File: src/rtl/bls_pkg.sv
// Shared types and constants for the Bresenham line stepper.
package bls_pkg;

    localparam int COORD_BITS = 12;
    localparam int DELTA_BITS = COORD_BITS + 2;
    localparam int ERR_BITS   = COORD_BITS + 3;

    localparam logic CMD_LOAD = 1'b0;
    localparam logic CMD_STEP = 1'b1;

    localparam logic STYLE_SOLID  = 1'b0;
    localparam logic STYLE_DASHED = 1'b1;

    typedef struct packed {
        logic                  cmd;
        logic [COORD_BITS-1:0] x_start;
        logic [COORD_BITS-1:0] y_start;
        logic [COORD_BITS-1:0] x_end;
        logic [COORD_BITS-1:0] y_end;
    } req_t;

    typedef struct packed {
        logic [COORD_BITS-1:0] pixel_x;
        logic [COORD_BITS-1:0] pixel_y;
        logic                  plot;
        logic                  last;
    } pix_t;

endpackage

File: src/rtl/bresenham_line_stepper.sv
// Top level of the Bresenham line stepper: request port, pixel port, style register.
//
// Usage: a request item with cmd set to load latches two endpoints and
// starts a new line; it gives no pixel. Each request item with cmd set to
// step emits one pixel item of the active line (coordinates, plot, last)
// and gives nothing when no line is active. After the pixel flagged last
// the line ends. The cfg channel writes the one style bit (solid or
// dashed); write it only while the block is idle.
// A step item's pixel is registered in the output register, or in the skid
// register when the output waits. Throughput: one request item per cycle while
// req_stall is low, set by the single pass through the walk logic between the state registers.
// The pixel port has an output register and a skid register, so a request
// is still taken while one pixel waits; req_stall rises only when both hold
// a pixel, and falls once the receiver takes one.
// Reset clears the style to solid, ends any line and empties the output.
module bresenham_line_stepper
(
    input  logic          clk,
    input  logic          rst_n,
    input  logic          req_valid,
    output logic          req_stall,
    input  bls_pkg::req_t req,
    output logic          pix_valid,
    input  logic          pix_stall,
    output bls_pkg::pix_t pix,
    input  logic          cfg_valid,
    output logic          cfg_ready,
    input  logic          cfg_data
);

    logic          style_reg;
    logic          out_valid_reg;
    logic          skid_valid_reg;
    bls_pkg::pix_t out_reg;
    bls_pkg::pix_t skid_reg;

    logic          item_fire;
    logic          out_fire;
    logic          res_valid;
    bls_pkg::pix_t res;

    assign cfg_ready = 1'b1;
    assign req_stall = skid_valid_reg;
    assign item_fire = req_valid && !req_stall;
    assign out_fire  = out_valid_reg && !pix_stall;

    bls_walk u_walk
    (
        .clk        (clk),
        .rst_n      (rst_n),
        .item_fire  (item_fire),
        .req        (req),
        .line_style (style_reg),
        .res_valid  (res_valid),
        .res        (res)
    );

    always_ff @(posedge clk or negedge rst_n)
    begin
        if (!rst_n)
        begin
            style_reg <= bls_pkg::STYLE_SOLID;
        end
        else if (cfg_valid && cfg_ready)
        begin
            style_reg <= cfg_data;
        end
    end

    always_ff @(posedge clk or negedge rst_n)
    begin
        if (!rst_n)
        begin
            out_valid_reg  <= 1'b0;
            skid_valid_reg <= 1'b0;
        end
        else if (skid_valid_reg)
        begin
            if (out_fire)
            begin
                skid_valid_reg <= 1'b0;
            end
        end
        else if (res_valid)
        begin
            if (out_valid_reg && !out_fire)
            begin
                skid_valid_reg <= 1'b1;
            end
            else
            begin
                out_valid_reg <= 1'b1;
            end
        end
        else if (out_fire)
        begin
            out_valid_reg <= 1'b0;
        end
    end

    always_ff @(posedge clk)
    begin
        if (skid_valid_reg)
        begin
            if (out_fire)
            begin
                out_reg <= skid_reg;
            end
        end
        else if (res_valid)
        begin
            if (out_valid_reg && !out_fire)
            begin
                skid_reg <= res;
            end
            else
            begin
                out_reg <= res;
            end
        end
    end

    assign pix_valid = out_valid_reg;
    assign pix       = out_reg;

`ifndef SYNTH
    // The skid register only fills behind a waiting output register.
    a_skid_behind: assert property (@(posedge clk) disable iff (!rst_n)
        skid_valid_reg |-> out_valid_reg)
        else $error("skid register holds a pixel with the output empty");

    // A pixel produced while the output stalls lands in the skid register.
    a_skid_fill: assert property (@(posedge clk) disable iff (!rst_n)
        (res_valid && out_valid_reg && pix_stall) |=> skid_valid_reg)
        else $error("pixel lost while the output stalled");

    // The skid register drains when the receiver takes the waiting pixel.
    a_skid_drain: assert property (@(posedge clk) disable iff (!rst_n)
        (skid_valid_reg && !pix_stall) |=> (!skid_valid_reg && out_valid_reg))
        else $error("skid register did not drain");
`endif

endmodule

File: src/rtl/bls_walk.sv
// Line walk state: load setup, per-step pixel result and state advance.
module bls_walk
(
    input  logic         clk,
    input  logic         rst_n,
    input  logic         item_fire,
    input  bls_pkg::req_t req,
    input  logic         line_style,
    output logic         res_valid,
    output bls_pkg::pix_t res
);

    logic                                  active_reg, active_next;
    logic                                  x_major_reg, x_major_next;
    logic [bls_pkg::COORD_BITS-1:0]        major_pos_reg, major_pos_next;
    logic [bls_pkg::COORD_BITS-1:0]        major_stop_reg, major_stop_next;
    logic [bls_pkg::COORD_BITS-1:0]        minor_pos_reg, minor_pos_next;
    logic                                  minor_neg_reg, minor_neg_next;
    logic signed [bls_pkg::ERR_BITS-1:0]   error_reg, error_next;
    logic [bls_pkg::DELTA_BITS-1:0]        major_twice_reg, major_twice_next;
    logic [bls_pkg::DELTA_BITS-1:0]        minor_twice_reg, minor_twice_next;
    logic [1:0]                            dash_reg, dash_next;

    // Load setup
    logic [bls_pkg::COORD_BITS-1:0] adx, ady, maj_abs, min_abs;
    logic [bls_pkg::COORD_BITS-1:0] a_maj, b_maj, a_min, b_min, s_min, e_min;
    logic                           load_x_major, a_first;

    // Step
    logic                                is_last;
    logic signed [bls_pkg::ERR_BITS-1:0] err_sum;
    logic                                is_load, is_step;

    assign is_load = item_fire && (req.cmd == bls_pkg::CMD_LOAD);
    assign is_step = item_fire && (req.cmd == bls_pkg::CMD_STEP) && active_reg;

    always_comb
    begin
        adx = (req.x_start >= req.x_end) ? (req.x_start - req.x_end)
                                         : (req.x_end - req.x_start);
        ady = (req.y_start >= req.y_end) ? (req.y_start - req.y_end)
                                         : (req.y_end - req.y_start);
        load_x_major = adx > ady;
        if (load_x_major)
        begin
            a_maj   = req.x_start;
            b_maj   = req.x_end;
            a_min   = req.y_start;
            b_min   = req.y_end;
            maj_abs = adx;
            min_abs = ady;
        end
        else
        begin
            a_maj   = req.y_start;
            b_maj   = req.y_end;
            a_min   = req.x_start;
            b_min   = req.x_end;
            maj_abs = ady;
            min_abs = adx;
        end
        // The walk always begins at the larger major coordinate.
        a_first = a_maj >= b_maj;
        s_min   = a_first ? a_min : b_min;
        e_min   = a_first ? b_min : a_min;
    end

    assign is_last = major_pos_reg == major_stop_reg;
    assign err_sum = error_reg + $signed({1'b0, minor_twice_reg});

    always_comb
    begin
        active_next      = active_reg;
        x_major_next     = x_major_reg;
        major_pos_next   = major_pos_reg;
        major_stop_next  = major_stop_reg;
        minor_pos_next   = minor_pos_reg;
        minor_neg_next   = minor_neg_reg;
        error_next       = error_reg;
        major_twice_next = major_twice_reg;
        minor_twice_next = minor_twice_reg;
        dash_next        = dash_reg;
        if (is_load)
        begin
            active_next      = 1'b1;
            x_major_next     = load_x_major;
            major_pos_next   = a_first ? a_maj : b_maj;
            major_stop_next  = a_first ? b_maj : a_maj;
            minor_pos_next   = s_min;
            minor_neg_next   = e_min < s_min;
            error_next       = -$signed({3'b000, maj_abs});
            major_twice_next = {1'b0, maj_abs, 1'b0};
            minor_twice_next = {1'b0, min_abs, 1'b0};
            dash_next        = 2'd0;
        end
        else if (is_step)
        begin
            dash_next = dash_reg + 2'd1;
            if (is_last)
            begin
                active_next = 1'b0;
            end
            else
            begin
                major_pos_next = major_pos_reg - 1'b1;
                if (err_sum >= 0)
                begin
                    minor_pos_next = minor_neg_reg ? (minor_pos_reg - 1'b1)
                                                   : (minor_pos_reg + 1'b1);
                    error_next     = err_sum - $signed({1'b0, major_twice_reg});
                end
                else
                begin
                    error_next = err_sum;
                end
            end
        end
    end

    always_ff @(posedge clk or negedge rst_n)
    begin
        if (!rst_n)
        begin
            active_reg      <= 1'b0;
            x_major_reg     <= 1'b0;
            major_pos_reg   <= '0;
            major_stop_reg  <= '0;
            minor_pos_reg   <= '0;
            minor_neg_reg   <= 1'b0;
            error_reg       <= '0;
            major_twice_reg <= '0;
            minor_twice_reg <= '0;
            dash_reg        <= 2'd0;
        end
        else
        begin
            active_reg      <= active_next;
            x_major_reg     <= x_major_next;
            major_pos_reg   <= major_pos_next;
            major_stop_reg  <= major_stop_next;
            minor_pos_reg   <= minor_pos_next;
            minor_neg_reg   <= minor_neg_next;
            error_reg       <= error_next;
            major_twice_reg <= major_twice_next;
            minor_twice_reg <= minor_twice_next;
            dash_reg        <= dash_next;
        end
    end

    assign res_valid   = is_step;
    assign res.pixel_x = x_major_reg ? major_pos_reg : minor_pos_reg;
    assign res.pixel_y = x_major_reg ? minor_pos_reg : major_pos_reg;
    assign res.plot    = (line_style == bls_pkg::STYLE_SOLID) || !dash_reg[1];
    assign res.last    = is_last;

`ifndef SYNTH
    // The line ends right after its final pixel.
    a_last_ends: assert property (@(posedge clk) disable iff (!rst_n)
        (is_step && is_last) |=> !active_reg)
        else $error("line still active after its final pixel");

    // A load starts a fresh line with the stipple at its first phase.
    a_load_starts: assert property (@(posedge clk) disable iff (!rst_n)
        is_load |=> (active_reg && dash_reg == 2'd0))
        else $error("load did not start a line");

    // Between steps the error term is never positive.
    a_err_range: assert property (@(posedge clk) disable iff (!rst_n)
        active_reg |-> (error_reg <= 0))
        else $error("error term out of range");
`endif

endmodule

File: config.mk
export PLATFORM = sky130hd
export DESIGN_NAME = bresenham_line_stepper
export DESIGN_NICKNAME = d
export VERILOG_FILES = /design/src/rtl/bls_pkg.sv /design/src/rtl/bresenham_line_stepper.sv /design/src/rtl/bls_walk.sv
export SDC_FILE = /design/constraint.sdc
export NUM_CORES = 1
export LEC_CHECK = 0
export BUFFER_PORTS_ARGS = -buffer_cell sky130_fd_sc_hd__buf_4
export CAP_MARGIN = 20
export CORE_MARGIN = 4
export CORE_UTILIZATION = 63
export CTS_CLUSTER_DIAMETER = 200
export DETAILED_ROUTE_END_ITERATION = 16
export GPL_ROUTABILITY_DRIVEN = 1
export PLACE_DENSITY_LB_ADDON = 0.08
export SETUP_SLACK_MARGIN = 0.02
export SYNTH_ARGS = -nofsm -noshare
export SYNTH_HDL_FRONTEND = slang
export SYNTH_SLANG_ARGS = --single-unit
File: constraint.sdc
create_clock -name clk -period 5.8 [get_ports clk]
set_input_delay 0.58 -clock clk [delete_from_list [all_inputs] [get_ports clk]]
set_output_delay 0.58 -clock clk [all_outputs]
set_load 0.02 [all_outputs]
==> metrics.txt <==
status finished, violations left; failing checks negative setup slack; hold_buf cts 0; Die Y 144 um; initial antenna violation count 0; worst-skew pair later-pin latency 0.44 ns; WS Path Type in2reg; RSZ-0062 raised after global routing true; final hold violation count 0; dpl hpwl 27700 um; Root Buffer clkbuf_16; # port buffers 82; clock sinks 134; Flop pwr share 15.2%; vias in the first global route 11900; CTS buffer count 17; Int Power 6.33 mW; worst hold path class in2async; slowest CP cell a2111oi_4; CTS H-tree lvls 4; 1st-pass router iterations 7; die width 144 um; post-DR wirelength/cell 23.8 um; kind of cell adding the most delay to the critical path compound AO/OA/AOI/OAI gates; ratio of cells with drive above 1 in the final layout 37.6%; largest net degree at the start of global routing 103; most used cell, CP ha_1; top area cells in the synthesized netlist dfrtp_1 (18%), edfxtp_1 (13%), ha_1 (12%); FF-to-FF End u_walk.error_reg[13]; post-route ant nets 0; most frequent cells in the layout buf_4 (357), nand2_1 (123), a21oi_1 (111); maximum VDD drop 0.839 mV; clk buf depth 2; starting density of the core 64.6%; Final WS setup -1.55 ns; fill count 804; Yosys top cell by area dfrtp_1; core area 18100 um2; Layout Utilization 90.5%; P per Cell Area 727 nW/um2; WHS 0.0231 ns; area taken by flip-flops and latches 3610 um2; final cell count without fillers 1929; depth of the worst register-to-register path 17; R2R setup slack 1.82 ns; Reg2Reg Launch Point u_walk.minor_twice_reg[1]; Multi-input gate area 8250 um2; grt ovf 0; CP bufs+invs 9; CTS clk-pin slew, worst paths 0.07 ns; Post-Place Cells 1843; Rel. slew slack 18.8%; sw frac 47.0%; Worst setup EP type register; startpoint types input port; FP Rows 49; Post-Syn Instances 1335; diodes inserted 0; most common cell after layout, fill and taps aside buf_4; DIE AREA 20800 um2; data arrival time of the worst path 7.71 ns; Max Slew Vio Count 0; Max stage delay on crit path 0.41 ns; via/cell ratio 6.67; Syn Nets 1514; Layout Nets 1866; top-area cell type share of the netlist area 17.5%; Area growth syn-to-layout 40.1%; worst-path maximum fanout 6; Mapped Area 11700 um2; CTS tree built; top_reg_cell synth dfrtp_1; DRT iter0 DRCs 1490; number of enable flip-flop cells after synthesis 52; FFs w/ async S/R, synth 61.2%; min Tclk post-route 7.35 ns; final wirelength 45900 um; Worst Skew 0.0134 ns; gpl congestion 0.997; flops & latches, synth 134; leak pwr 7.68 nW; slew at the pin with the worst max-slew slack 1.22 ns; warning count from the yosys run 0; period utilisation layout 127%; boundary pin count 84; max_cap viols 0; share of total power in the clock network 9.2%; first-pass GRT wire length 61700 um; Yosys cell types 82; combinational share of power 75.5%; synthesized area per cell 8.78 um2; # setup viols final 37; WP data required 6.16 ns; Seq/Total Area, Yosys 30.8%; DRC Markers 0; via count 12900; Fmax 0.136 GHz; net switching power 5.61 mW; GRT Util Overall 37.9%
power by group through the flow:
stage / Clock [mW] / Sequential, mW / Combinational [mW]
after CTS: 1.09 / 1.77 / 7.79
after detailed placement: 0 / 1.76 / 7.01
final: 1.10 / 1.82 / 9.02
after floorplan: 0 / 1.72 / 4.99
after global routing: 1.15 / 1.83 / 9.58
after global placement: 0 / 1.74 / 6.72
final cells by class:
class | instances | share of cell area [%]
clock buffers | 19 | 2.77
clock inverters | 13 | 0.823
inverters | 99 | 2.35
multi-input cells | 1037 | 50.2
flip-flops and latches | 134 | 22.0
well taps | 229 | 1.74
repair buffers | 398 | 20.1
through the flow:
stage / instance area (um2) / setup WS (ns) / power [mW] / TNS [ns]
after CTS: 15900 / -0.892 / 10.6 / -2.01
after global routing: 16400 / -1.66 / 12.6 / -29.33
after global placement: 14700 / -1.35 / 8.45 / -19.42
after detailed placement: 14700 / -1.58 / 8.77 / -27.49
final: 16400 / -1.55 / 11.9 / -26.73
after floorplan: 12100 / -1.27 / 6.71 / -10.02
repair_timing:
| action | in CTS | in global routing |
|---|---|---|
| endpoints found under the setup margin | 37 | 37 |
| gates cloned | 2 | 3 |
| pin swaps | 36 | 36 |
| buffers inserted | 26 | 32 |
| resized for setup | 78 | 77 |
| endpoints found under the hold margin | 0 | 0 |
metal layers:
| metal | up-vias | wire [um] | track usage, % |
|---|---|---|---|
| li1 | 5465 | - | - |
| met1 | 5992 | 16300 | 48.5 |
| met2 | 1066 | 21000 | 63.3 |
| met3 | 352 | 5030 | 6.98 |
| met4 | 0 | 3470 | 15.6 |
| met5 | - | 0 | 0 |
cells by family (layout without fill, tap and decap cells):
kind of cell	after synthesis	in the layout	synth area share, %
mux	96	96	9.03
other cells	1	1	0.0320
flops	134	134	30.8
simple gates	341	342	13.2
buf+inv	165	529	5.94
fa+ha+maj	124	124	13.7
xor+xnor	80	80	6.11
compound gates	394	394	21.1
how the worst max path moves through the flow:
stage | start | end | slack (ns) | cells past startpoint
after global placement | req[36] | u_walk.minor_neg_reg | -1.35 | 36
after detailed placement | req[36] | u_walk.minor_neg_reg | -1.58 | 37
after floorplan | req[24] | u_walk.minor_neg_reg | -1.27 | 42
after global routing | req[0] | u_walk.minor_neg_reg | -1.66 | 40
final | req[0] | u_walk.minor_neg_reg | -1.55 | 40
after CTS | req[36] | u_walk.minor_neg_reg | -0.89 | 40
worst register-to-register path, stage by stage, from the launching register on:
cell      delay [ns]
dfrtp_1         0.39
ha_1            0.24
fa_1            0.41
a21o_1          0.17
a21oi_1         0.29
o21a_1          0.18
o21bai_1        0.07
a21oi_1         0.31
xnor2_1         0.20
ha_1            0.31
a21o_1          0.20
o21bai_1        0.16
a21oi_1         0.23
nor2b_1         0.07
o21ai_0         0.15
nand3b_1        0.12
xor2_1          0.18
a221oi_2        0.21
Yosys cell counts, drive strengths merged, types with 14 or more instances:
| library cell | count |
|---|---|
| a21oi | 136 |
| nand2 | 126 |
| o21ai | 118 |
| ha | 117 |
| nor2 | 112 |
| inv | 99 |
| dfrtp | 82 |
| mux2 | 62 |
| edfxtp | 52 |
| xnor2 | 41 |
| clkbuf | 40 |
| xor2 | 39 |
| a21o | 35 |
| mux2i | 34 |
| buf | 25 |
| nand3 | 19 |
| nor3 | 19 |
| o211ai | 19 |
| a211oi | 15 |
| nand4 | 14 |
Power figures use the tool's default switching activity.
